## config.mk

```make
export PLATFORM = sky130hd
export DESIGN_NAME = utf8_to_utf16_stream_decoder_core
export DESIGN_NICKNAME = d
export VERILOG_FILES = /design/src/design/utf8d_pkg.sv /design/src/design/utf8d_front.sv /design/src/design/utf8d_queue.sv /design/src/design/utf8d_back.sv /design/src/design/utf8_to_utf16_stream_decoder_core.sv
export SDC_FILE = /design/constraint.sdc
export NUM_CORES = 1
export LEC_CHECK = 0
export ABC_AREA = 1
export BUFFER_PORTS_ARGS = -buffer_cell sky130_fd_sc_hd__buf_2
export CELL_PAD_IN_SITES_DETAIL_PLACEMENT = 0
export CELL_PAD_IN_SITES_GLOBAL_PLACEMENT = 1
export CORE_MARGIN = 2
export CORE_UTILIZATION = 48
export CTS_CLUSTER_SIZE = 20
export DETAILED_ROUTE_END_ITERATION = 10
export PLACE_DENSITY = 0.8
export SLEW_MARGIN = 0
export SYNTH_ARGS = -nofsm -noshare
export SYNTH_HDL_FRONTEND = slang
export SYNTH_HIERARCHICAL = 1
export SYNTH_SLANG_ARGS = --single-unit
export TNS_END_PERCENT = 100
```

## constraint.sdc

```tcl
create_clock -name clk -period 11.5 [get_ports clk]
set_clock_uncertainty 0.05 [all_clocks]
set_input_delay 1.725 -clock clk [delete_from_list [all_inputs] [get_ports clk]]
set_output_delay 1.725 -clock clk [all_outputs]
set_load 0.1 [all_outputs]
```

## src/design/utf8d_pkg.sv

```systemverilog
// Shared types, constants and decode helpers for the UTF-8 to UTF-16 decoder.
package utf8d_pkg;

    localparam int unsigned QUEUE_DEPTH = 4;
    localparam int unsigned QUEUE_AW    = $clog2(QUEUE_DEPTH);
    localparam int unsigned QUEUE_CW    = $clog2(QUEUE_DEPTH + 1);

    localparam logic [2:0] ST_OK        = 3'd0;
    localparam logic [2:0] ST_BAD_LEAD  = 3'd1;
    localparam logic [2:0] ST_BAD_CONT  = 3'd2;
    localparam logic [2:0] ST_TOO_LARGE = 3'd3;
    localparam logic [2:0] ST_TRUNCATED = 3'd4;

    localparam logic [31:0] MAX_SCALAR  = 32'h0010_FFFF;
    localparam logic [10:0] PAIR_BIAS   = 11'h040;
    localparam logic [5:0]  HIGH_PREFIX = 6'b110110;
    localparam logic [5:0]  LOW_PREFIX  = 6'b110111;

    typedef enum logic [1:0] {
        EV_CHAR,
        EV_PAIR,
        EV_ERROR
    } ev_kind_t;

    // One classified event per decoded character or error: a single unit, a surrogate pair or an error.
    typedef struct packed {
        ev_kind_t    kind;
        logic [20:0] value;
        logic [2:0]  status;
        logic [31:0] offset;
    } ev_t;

    function automatic logic [2:0] trail_of(input logic [7:0] b);
        logic [2:0] t;
        if (b < 8'hC0)
            t = 3'd0;
        else if (b < 8'hE0)
            t = 3'd1;
        else if (b < 8'hF0)
            t = 3'd2;
        else if (b < 8'hF8)
            t = 3'd3;
        else if (b < 8'hFC)
            t = 3'd4;
        else
            t = 3'd5;
        return t;
    endfunction

    function automatic logic [31:0] seq_offset(input logic [2:0] t);
        logic [31:0] off;
        case (t)
            3'd1:    off = 32'h0000_3080;
            3'd2:    off = 32'h000E_2080;
            3'd3:    off = 32'h03C8_2080;
            3'd4:    off = 32'hFA08_2080;
            3'd5:    off = 32'h8208_2080;
            default: off = 32'h0000_0000;
        endcase
        return off;
    endfunction

endpackage

```

## src/design/utf8d_front.sv

```systemverilog
// Front end: sequence tracking, byte counting and event classification.
module utf8d_front
(
    input  logic                 clk,
    input  logic                 rst_n,
    input  logic                 push,
    input  logic                 q_full,
    input  logic [7:0]           data_byte,
    input  logic                 end_of_stream,
    output logic                 ev_valid,
    output utf8d_pkg::ev_t       ev
);

    logic [31:0] acc_reg, acc_next;
    logic [2:0]  rem_reg, rem_next;
    logic [2:0]  trail_reg, trail_next;
    logic [31:0] pos_reg, pos_next;

    logic        accept;
    logic [2:0]  lead_trail;
    logic [31:0] acc_shift;
    logic [31:0] value;
    logic [31:0] pos_inc;

    assign accept     = push && !q_full;
    assign lead_trail = utf8d_pkg::trail_of(data_byte);
    assign acc_shift  = {acc_reg[25:0], 6'b0} + {24'b0, data_byte};
    assign value      = acc_shift - utf8d_pkg::seq_offset(trail_reg);
    assign pos_inc    = pos_reg + 32'd1;

    always_comb
    begin
        acc_next   = acc_reg;
        rem_next   = rem_reg;
        trail_next = trail_reg;
        pos_next   = pos_reg;
        ev_valid   = 1'b0;
        ev.kind    = utf8d_pkg::EV_CHAR;
        ev.value   = {13'b0, data_byte};
        ev.status  = utf8d_pkg::ST_OK;
        ev.offset  = pos_reg;

        if (rem_reg == 3'd0)
        begin
            if (!data_byte[7])
            begin
                ev_valid = 1'b1;
            end
            else if (data_byte < 8'hC0 || data_byte >= 8'hFE)
            begin
                ev_valid  = 1'b1;
                ev.kind   = utf8d_pkg::EV_ERROR;
                ev.status = utf8d_pkg::ST_BAD_LEAD;
            end
            else
            begin
                acc_next   = {24'b0, data_byte};
                rem_next   = lead_trail;
                trail_next = lead_trail;
            end
        end
        else if (data_byte[7:6] != 2'b10)
        begin
            // Drop the partial sequence together with the offending byte.
            ev_valid   = 1'b1;
            ev.kind    = utf8d_pkg::EV_ERROR;
            ev.status  = utf8d_pkg::ST_BAD_CONT;
            acc_next   = 32'b0;
            rem_next   = 3'd0;
            trail_next = 3'd0;
        end
        else
        begin
            acc_next = acc_shift;
            rem_next = rem_reg - 3'd1;
            if (rem_reg == 3'd1)
            begin
                ev_valid   = 1'b1;
                ev.value   = value[20:0];
                acc_next   = 32'b0;
                trail_next = 3'd0;
                if (value[31:16] == 16'b0)
                begin
                    ev.kind = utf8d_pkg::EV_CHAR;
                end
                else if (value > utf8d_pkg::MAX_SCALAR)
                begin
                    ev.kind   = utf8d_pkg::EV_ERROR;
                    ev.status = utf8d_pkg::ST_TOO_LARGE;
                    ev.offset = pos_inc;
                end
                else
                begin
                    ev.kind = utf8d_pkg::EV_PAIR;
                end
            end
        end

        if (end_of_stream)
        begin
            // An open sequence here never coincides with another event.
            if (rem_next != 3'd0)
            begin
                ev_valid  = 1'b1;
                ev.kind   = utf8d_pkg::EV_ERROR;
                ev.status = utf8d_pkg::ST_TRUNCATED;
                ev.offset = pos_reg;
            end
            acc_next   = 32'b0;
            rem_next   = 3'd0;
            trail_next = 3'd0;
            pos_next   = 32'b0;
        end
        else
        begin
            pos_next = pos_inc;
        end
    end

    always_ff @(posedge clk or negedge rst_n)
    begin
        if (!rst_n)
        begin
            acc_reg   <= 32'b0;
            rem_reg   <= 3'd0;
            trail_reg <= 3'd0;
            pos_reg   <= 32'b0;
        end
        else if (accept)
        begin
            acc_reg   <= acc_next;
            rem_reg   <= rem_next;
            trail_reg <= trail_next;
            pos_reg   <= pos_next;
        end
    end

`ifndef SYNTH
    a_rem_range: assert property (@(posedge clk) disable iff (!rst_n)
        rem_reg <= 3'd5)
        else $error("remaining count out of range");

    a_trail_covers_rem: assert property (@(posedge clk) disable iff (!rst_n)
        rem_reg != 3'd0 |-> trail_reg >= rem_reg)
        else $error("open sequence without a matching length");
`endif

endmodule

```

## src/design/utf8d_queue.sv

```systemverilog
// Short event queue between the front end and the result expander.
module utf8d_queue
(
    input  logic                 clk,
    input  logic                 rst_n,
    input  logic                 wr_en,
    input  utf8d_pkg::ev_t       wr_ev,
    input  logic                 rd_en,
    output utf8d_pkg::ev_t       head,
    output logic                 q_empty,
    output logic                 q_full
);

    utf8d_pkg::ev_t entry_reg [utf8d_pkg::QUEUE_DEPTH];

    logic [utf8d_pkg::QUEUE_AW-1:0] wr_ptr_reg, wr_ptr_next;
    logic [utf8d_pkg::QUEUE_AW-1:0] rd_ptr_reg, rd_ptr_next;
    logic [utf8d_pkg::QUEUE_CW-1:0] count_reg, count_next;

    logic do_wr;
    logic do_rd;

    assign q_empty = (count_reg == '0);
    assign q_full  = (count_reg == utf8d_pkg::QUEUE_CW'(utf8d_pkg::QUEUE_DEPTH));
    assign do_wr   = wr_en && !q_full;
    assign do_rd   = rd_en && !q_empty;
    assign head    = entry_reg[rd_ptr_reg];

    always_comb
    begin
        wr_ptr_next = do_wr ? wr_ptr_reg + 1'b1 : wr_ptr_reg;
        rd_ptr_next = do_rd ? rd_ptr_reg + 1'b1 : rd_ptr_reg;
        count_next  = count_reg;
        if (do_wr && !do_rd)
            count_next = count_reg + 1'b1;
        else if (do_rd && !do_wr)
            count_next = count_reg - 1'b1;
    end

    always_ff @(posedge clk)
    begin
        if (do_wr)
            entry_reg[wr_ptr_reg] <= wr_ev;
    end

    always_ff @(posedge clk or negedge rst_n)
    begin
        if (!rst_n)
        begin
            wr_ptr_reg <= '0;
            rd_ptr_reg <= '0;
            count_reg  <= '0;
        end
        else
        begin
            wr_ptr_reg <= wr_ptr_next;
            rd_ptr_reg <= rd_ptr_next;
            count_reg  <= count_next;
        end
    end

`ifndef SYNTH
    a_count_bound: assert property (@(posedge clk) disable iff (!rst_n)
        count_reg <= utf8d_pkg::QUEUE_CW'(utf8d_pkg::QUEUE_DEPTH))
        else $error("queue count above depth");

    a_ptr_gap: assert property (@(posedge clk) disable iff (!rst_n)
        (count_reg != utf8d_pkg::QUEUE_CW'(utf8d_pkg::QUEUE_DEPTH)) |->
        (utf8d_pkg::QUEUE_AW'(wr_ptr_reg - rd_ptr_reg) ==
         utf8d_pkg::QUEUE_AW'(count_reg)))
        else $error("queue pointers disagree with count");
`endif

endmodule

```

## src/design/utf8d_back.sv

```systemverilog
// Back end: expands queued events into UTF-16 result words.
module utf8d_back
(
    input  logic                 clk,
    input  logic                 rst_n,
    input  utf8d_pkg::ev_t       head,
    input  logic                 q_empty,
    input  logic                 pop,
    output logic                 rd_en,
    output logic [15:0]          code_unit,
    output logic [2:0]           status,
    output logic [31:0]          error_offset,
    output logic                 last
);

    logic        second_reg, second_next;
    logic        take;
    logic [10:0] high_bits;

    assign take      = pop && !q_empty;
    assign high_bits = head.value[20:10] - utf8d_pkg::PAIR_BIAS;

    always_comb
    begin
        second_next  = second_reg;
        rd_en        = 1'b0;
        code_unit    = 16'b0;
        status       = head.status;
        error_offset = 32'b0;
        last         = 1'b1;

        case (head.kind)
            utf8d_pkg::EV_CHAR:
            begin
                code_unit = head.value[15:0];
            end
            utf8d_pkg::EV_PAIR:
            begin
                if (second_reg)
                begin
                    code_unit = {utf8d_pkg::LOW_PREFIX, head.value[9:0]};
                end
                else
                begin
                    code_unit = {utf8d_pkg::HIGH_PREFIX, high_bits[9:0]};
                    last      = 1'b0;
                end
            end
            utf8d_pkg::EV_ERROR:
            begin
                error_offset = head.offset;
            end
            default:
            begin
                code_unit = 16'b0;
            end
        endcase

        if (take)
        begin
            // Hold the pair entry until its low half has gone out.
            if (head.kind == utf8d_pkg::EV_PAIR && !second_reg)
            begin
                second_next = 1'b1;
            end
            else
            begin
                second_next = 1'b0;
                rd_en       = 1'b1;
            end
        end
    end

    always_ff @(posedge clk or negedge rst_n)
    begin
        if (!rst_n)
            second_reg <= 1'b0;
        else
            second_reg <= second_next;
    end

`ifndef SYNTH
    a_second_on_pair: assert property (@(posedge clk) disable iff (!rst_n)
        second_reg |-> (!q_empty && head.kind == utf8d_pkg::EV_PAIR))
        else $error("low half pending without a pair at the head");
`endif

endmodule

```

## src/design/utf8_to_utf16_stream_decoder_core.sv

```systemverilog
// Top level of the UTF-8 to UTF-16 stream decoder.
//
//   channel  direction  handshake            words
//   bytes    in         push / full          data_byte, end_of_stream
//   units    out        pop / empty          code_unit, status, error_offset, last
//
// One byte is taken per cycle while the four-entry event queue has room.
// A byte's event is registered in the event queue and reaches the result ports from its head.
// A surrogate pair occupies one queue entry and leaves as two words on two pops.
// A stall on the result side fills the queue, then raises full.
// Reset clears the sequence state, byte counter and queue at once.
module utf8_to_utf16_stream_decoder_core
(
    input  logic        clk,
    input  logic        rst_n,
    input  logic        push,
    output logic        full,
    input  logic [7:0]  data_byte,
    input  logic        end_of_stream,
    output logic        empty,
    input  logic        pop,
    output logic [15:0] code_unit,
    output logic [2:0]  status,
    output logic [31:0] error_offset,
    output logic        last
);

    utf8d_pkg::ev_t ev;
    utf8d_pkg::ev_t head;
    logic           ev_valid;
    logic           q_full;
    logic           q_empty;
    logic           rd_en;

    assign full  = q_full;
    assign empty = q_empty;

    utf8d_front u_front
    (
        .clk           (clk),
        .rst_n         (rst_n),
        .push          (push),
        .q_full        (q_full),
        .data_byte     (data_byte),
        .end_of_stream (end_of_stream),
        .ev_valid      (ev_valid),
        .ev            (ev)
    );

    utf8d_queue u_queue
    (
        .clk     (clk),
        .rst_n   (rst_n),
        .wr_en   (ev_valid && push && !q_full),
        .wr_ev   (ev),
        .rd_en   (rd_en),
        .head    (head),
        .q_empty (q_empty),
        .q_full  (q_full)
    );

    utf8d_back u_back
    (
        .clk          (clk),
        .rst_n        (rst_n),
        .head         (head),
        .q_empty      (q_empty),
        .pop          (pop),
        .rd_en        (rd_en),
        .code_unit    (code_unit),
        .status       (status),
        .error_offset (error_offset),
        .last         (last)
    );

endmodule

```

======== Yosys cells after proc, flatten, opt, wreduce, memory -nomap -nowiden ========
Memories as Yosys holds them, arrays and structs flattened.
Cells that the tools add are included.
storage, ports and cells
  register bits after elaboration ......... 72
  RAM bits ................................ 232
  input bits .............................. 13
  output and inout bits ................... 54
  logic and storage cells ................. 125
  memories ................................ 1
memories
  memory             depth  bits a word  rd ports  clocked after Yosys merged registers in  wr ports  line               source
  u_queue.entry_reg  4      58           1         0                                        1         utf8d_queue.sv:14  utf8d_pkg::ev_t entry_reg [utf8d_pkg::QUEUE_DEPTH];
cells by class
  add/sub/neg operators ................... 9
  order comparisons ....................... 7
  eq/ne operators ......................... 12
  mux-type cells .......................... 64
  reductions and logical operators ........ 24
operators by type and width
  operator                                               count
  case mux 32 bit (5 select lines)                       1
  two-way mux 26 bit                                     6
  two-way mux 32 bit                                     4
  two-way mux 35 bit                                     3
  two-way mux 3 bit                                      20
  two-way mux 58 bit                                     1
  two-way mux 21 bit                                     2
  less-than comparator 8 bit (second input constant)     5
  two-way mux 34 bit                                     1
  adder 32 x 1 -> 32 bit (second input constant)         1
  adder 32 x 8 -> 32 bit                                 1
  > comparator 32 x 21 -> 1 bit (second input constant)  1
  case mux 16 bit (2 select lines)                       1
  subtractor 32 bit                                      1
  zero test 16 bit                                       1
  two-way mux 1 bit                                      16
  two-way mux 2 bit                                      8
  two-way mux 11 bit                                     1
  subtractor 10 x 7 -> 10 bit (second input constant)    1
  == test 3 bit (second input constant)                  3
  logical AND 1 bit                                      9
  >= comparator 8 bit (second input constant)            1
  == test 3 x 1 -> 1 bit (second input constant)         2
  == test 3 x 2 -> 1 bit (second input constant)         2
  other kinds (16)                                       24

======== Longest topological paths before layout ========
  depth in word-level cells ............... 19
  gate-level depth with buffers ........... 29
  gate-level depth less buffers ........... 28

======== By module ========
The synthesis kept the hierarchy.
modules (own cells, without submodules)
  module                             instances  cells each  area an instance (um^2)  seq. area each (um^2)
  utf8d_queue                        1          738         10040.9                  7141.8
  utf8d_front                        1          922         5883.1                   1601.5
  utf8d_back                         1          128         590.6                    25.0
  utf8_to_utf16_stream_decoder_core  1          2           10.0                     0.0

======== Least setup slack after synthesis ========
Ideal clock, no wire load.
  kind .................................... input to register
  start ................................... input port data_byte[6]
  end ..................................... memory u_queue/entry_reg[0][0] in the netlist's numbering (enable)
  setup time .............................. 474 ps
  data arrival time ....................... 5331 ps
  required time ........................... 10976 ps
  setup slack ............................. 5644 ps
  cell stages on the path ................. 14
  path buffers ............................ 0
  path through ............................ nand2_1 nor2_1 inv_1 nor3_1 nand2_1 o21ai_0 inv_1 nand3_1 nand2_1 nand2_1 nand2_1 nor2_2 nand2_1 nor2_1
between the ends
  word-level cells in the longest chain between the ends .. 17
  elaborated cells between the ends (all ways) .. 29
  classes of those cells .................. 6 x order compare; 1 x eq/ne; 17 x mux; 5 x reduce/logical
RTL lines
  element                                    line                                     source
  start: declaration                         utf8_to_utf16_stream_decoder_core.sv:18  input logic [7:0] data_byte,
  less-than comparator 8 bit                 utf8d_pkg.sv:43                          else if (b < 8'hFC)
  two-way mux 1 bit                          utf8d_pkg.sv:43
  two-way mux 3 bit                          utf8d_pkg.sv:41                          else if (b < 8'hF8)
  two-way mux 3 bit                          utf8d_pkg.sv:39                          else if (b < 8'hF0)
  two-way mux 3 bit                          utf8d_pkg.sv:37                          else if (b < 8'hE0)
  two-way mux 3 bit                          utf8d_pkg.sv:35                          if (b < 8'hC0)
  two-way mux 3 bit                          utf8d_front.sv:49                        else if (data_byte < 8'hC0 || data_byte >= 8'hFE)
  two-way mux 3 bit                          utf8d_front.sv:45                        if (!data_byte[7])
  two-way mux 3 bit                          utf8d_front.sv:43                        if (rem_reg == 3'd0)
  nonzero test 3 bit                         utf8d_front.sv:102                       if (rem_next != 3'd0)
  two-way mux 1 bit                          utf8d_front.sv:102
  two-way mux 1 bit *                        utf8d_front.sv:99                        if (end_of_stream)
  net ev_valid                               utf8_to_utf16_stream_decoder_core.sv:30  logic ev_valid;
  logical AND 1 bit * (2 in a row)           utf8_to_utf16_stream_decoder_core.sv:54  .wr_en (ev_valid && push && !q_full),
  logical AND 1 bit *                        utf8d_queue.sv:25                        assign do_wr = wr_en && !q_full;
  two-way mux 1 bit *                        utf8d_queue.sv:42                        if (do_wr)
  two-way mux 1 bit (not written as such) *  utf8d_queue.sv:43                        entry_reg[wr_ptr_reg] <= wr_ev;
  end: declaration                           utf8d_queue.sv:14
The timed path passes the listed nets; every way through them passes the cells marked *.

==> flow_summary.json <==
{
  "critPathKind": "flip-flop to output pin",
  "diodes": 0,
  "top_usage_layer": "met2",
  "fmax_mhz": 164,
  "worst-path-stages": 9,
  "critPathSlowestCell": "buf_4",
  "rsz0062_at_grt": "no",
  "initial_core_util_pct": 48.8,
  "setup_viol": 0,
  "met3_usage_pct": 2.48,
  "die_area_um2": 35600,
  "yosys_warnings": 6,
  "critical_path_peak_fanout": 128,
  "drtAntennaViolNets": 0,
  "layout.nets": 1866,
  "grtUsageTotal_pct": 21.7,
  "fill_cells": 3089,
  "crit_chain": "inv_8, buf_4, nand2_1, o211ai_1, nand2_1, inv_1, nand2_2, nor2_1, buf_2",
  "syn_area_um2": 16400,
  "overflow": 0,
  "holdBufCountCts": 0,
  "post_cts_buffers": 0,
  "critPathMaxStageDelay_ps": 1000,
  "reg2reg_depth": 25,
  "fin_cells": 2296,
  "core_um2": 33500,
  "grt_pass1_vias": 11500,
  "drtIter0Drc": 736,
  "drive_gt1_share_pct": 13.4,
  "cts.sinks": 300,
  "dieHeight_um": 189,
  "area_growth_pct": 9.58,
  "io-pin-count": 67,
  "min_period_ps": 6110,
  "grt_max_degree": 129,
  "setup-tns-final_ps": 0,
  "dr.pass1.iters": 5,
  "final_area_um2": 17900,
  "die_x_um": 189,
  "worstMarginPinSlew_ps": 1150,
  "place_area_um2": 16900,
  "arrival_ps": 4330,
  "maxCapViolCount": 0,
  "root_buffer": "clkbuf_16",
  "drcViolationCount": 0,
  "grt_use_met2_pct": 36.8,
  "portBuffers": 66,
  "grt_pass1_wl_um": 61500,
  "p_leak_nw": 7.89,
  "maxSlewHeadroom_pct": 23.5,
  "whs_ps": 451,
  "place_congestion": 0.875,
  "path_clk_slew_ps": 60,
  "postSynthCellCount": 1778,
  "path_common_cell": "nand2_1",
  "use_met1_pct": 30.2,
  "viasPerCell": 5.25,
  "h-tree-depth": 2,
  "powerDensity_nw_per_um2": 290,
  "regArea_um2": 8650,
  "cts_tree": "yes",
  "hold_viol_final": 0,
  "hpwl_um": 25200,
  "hp-class": "flip-flop to flip-flop",
  "numCtsBuffers": 34,
  "postRouteWirelength_um": 38200,
  "worst_skew_pair.late_latency_ps": 500,
  "status": "finished, final reports clean",
  "largest_reg_flops": 228,
  "clockBufferDepth": 3,
  "crit_path_end_kind": "output pin",
  "dp_cells": 2235,
  "rows": 67,
  "cpLargestDelayFamily": "buffers and inverters",
  "cts_resized": 0,
  "start_kind": "flip-flop",
  "crit_buf_inv": 4,
  "synth_nets": 1821,
  "wl_per_cell_um": 16.6,
  "crit_required_ps": 9730,
  "multiInputGateArea_um2": 6060,
  "antenna_found_initial": 0,
  "dr_total_vias": 12100,
  "finalCritPeriodShare_pct": 53.1,
  "drv_slew": 0,
  "min_path_cells": 2,
  "syn_avg_cell_area_um2": 9.20,
  "ir_worst_vdd_mv": 0.478
}
[worst register-to-register path, cell delays in order, from the launching register on]
cell	delay (ps)
dfrtp_1	370
ha_1	170
inv_1	50
fa_1	440
nor2_1	170
nand2_1	100
nor2_1	220
nand4_1	230
nor2_1	160
nand3_1	120
nor3_1	210
xor2_1	100
ha_1	320
inv_1	80
nor3_1	250
inv_1	70
nor2_1	140
nand3_1	120
nand3_1	110
nand2_1	50
nand2_1	50
nand2_1	60
nor2_2	120
nand3_4	150
nand2_4	550
o21ai_1	280
[metrics by stage]
stage	utilization [%]	worst slack [ps]	total power, W
finish	53.5	5390	0.00520
global route	53.5	4890	0.00551
CTS	53.5	5340	0.00524
detailed placement	50.3	4970	0.00421
global placement	50.3	5120	0.00419
floorplan	-	5690	0.00376
[per-layer routing]
| metal | vias to the layer above | part of all wire [%] |
|---|---|---|
| met5 | - | 0 |
| met4 | 0 | 1.7 |
| met1 | 5718 | 47 |
| met2 | 279 | 47 |
| li1 | 6014 | - |
| met3 | 51 | 4.6 |
[area by class of cell]
type	instances	area share, %
clock inverters	9	0.342
flip-flops and latches	300	48.3
multi-input cells	1099	33.8
repair buffers	78	2.36
clock buffers	52	5.58
inverters	310	6.53
well taps	448	3.13
[cells in the final DEF (no fill, tap or decap), types with 13 or more instances in the layout]
| cell type | instances |
|---|---|
| a21oi_1 | 30 |
| o22ai_1 | 42 |
| inv_1 | 293 |
| edfxtp_1 | 228 |
| clkbuf_16 | 35 |
| nand2_2 | 13 |
| nand2_1 | 452 |
| ha_1 | 28 |
| o21ai_0 | 32 |
| nand3_1 | 86 |
| buf_2 | 65 |
| nand4_1 | 23 |
| o21ai_1 | 42 |
| nor3_1 | 26 |
| dfrtp_1 | 71 |
| xor2_1 | 38 |
| nor2_1 | 117 |
| o211ai_1 | 48 |
| o211ai_2 | 67 |
| buf_4 | 13 |
[power by group]
| group | internal, W | total [W] | switching (W) |
|---|---|---|---|
| combinational | 0.000547 | 0.00271 | 0.00217 |
| clock | 0.000603 | 0.00102 | 0.000412 |
| sequential | 0.00138 | 0.00147 | 0.0000861 |
[path summary, 6_finish.rpt]
check	start	to	slack (ps)
worst max-delay path	u_queue/rd_ptr_reg[0]$_DFFE_PN0P_	error_offset[3]	5390
max in group asynchronous	rst_n	u_queue/rd_ptr_reg[1]$_DFFE_PN0P_	9160
worst max register to register	u_front/acc_reg[0]$_DFFE_PN0P_	u_queue/entry_reg[0][32]$_DFFE_PP_	6450
worst min-delay path	u_queue/count_reg[2]$_DFFE_PN0P_	u_queue/count_reg[2]$_DFFE_PN0P_	450
min in group asynchronous	rst_n	u_front/acc_reg[20]$_DFFE_PN0P_	990
worst min register to register	u_queue/count_reg[2]$_DFFE_PN0P_	u_queue/count_reg[2]$_DFFE_PN0P_	450
No activity file was read; power rests on OpenSTA's default activity.
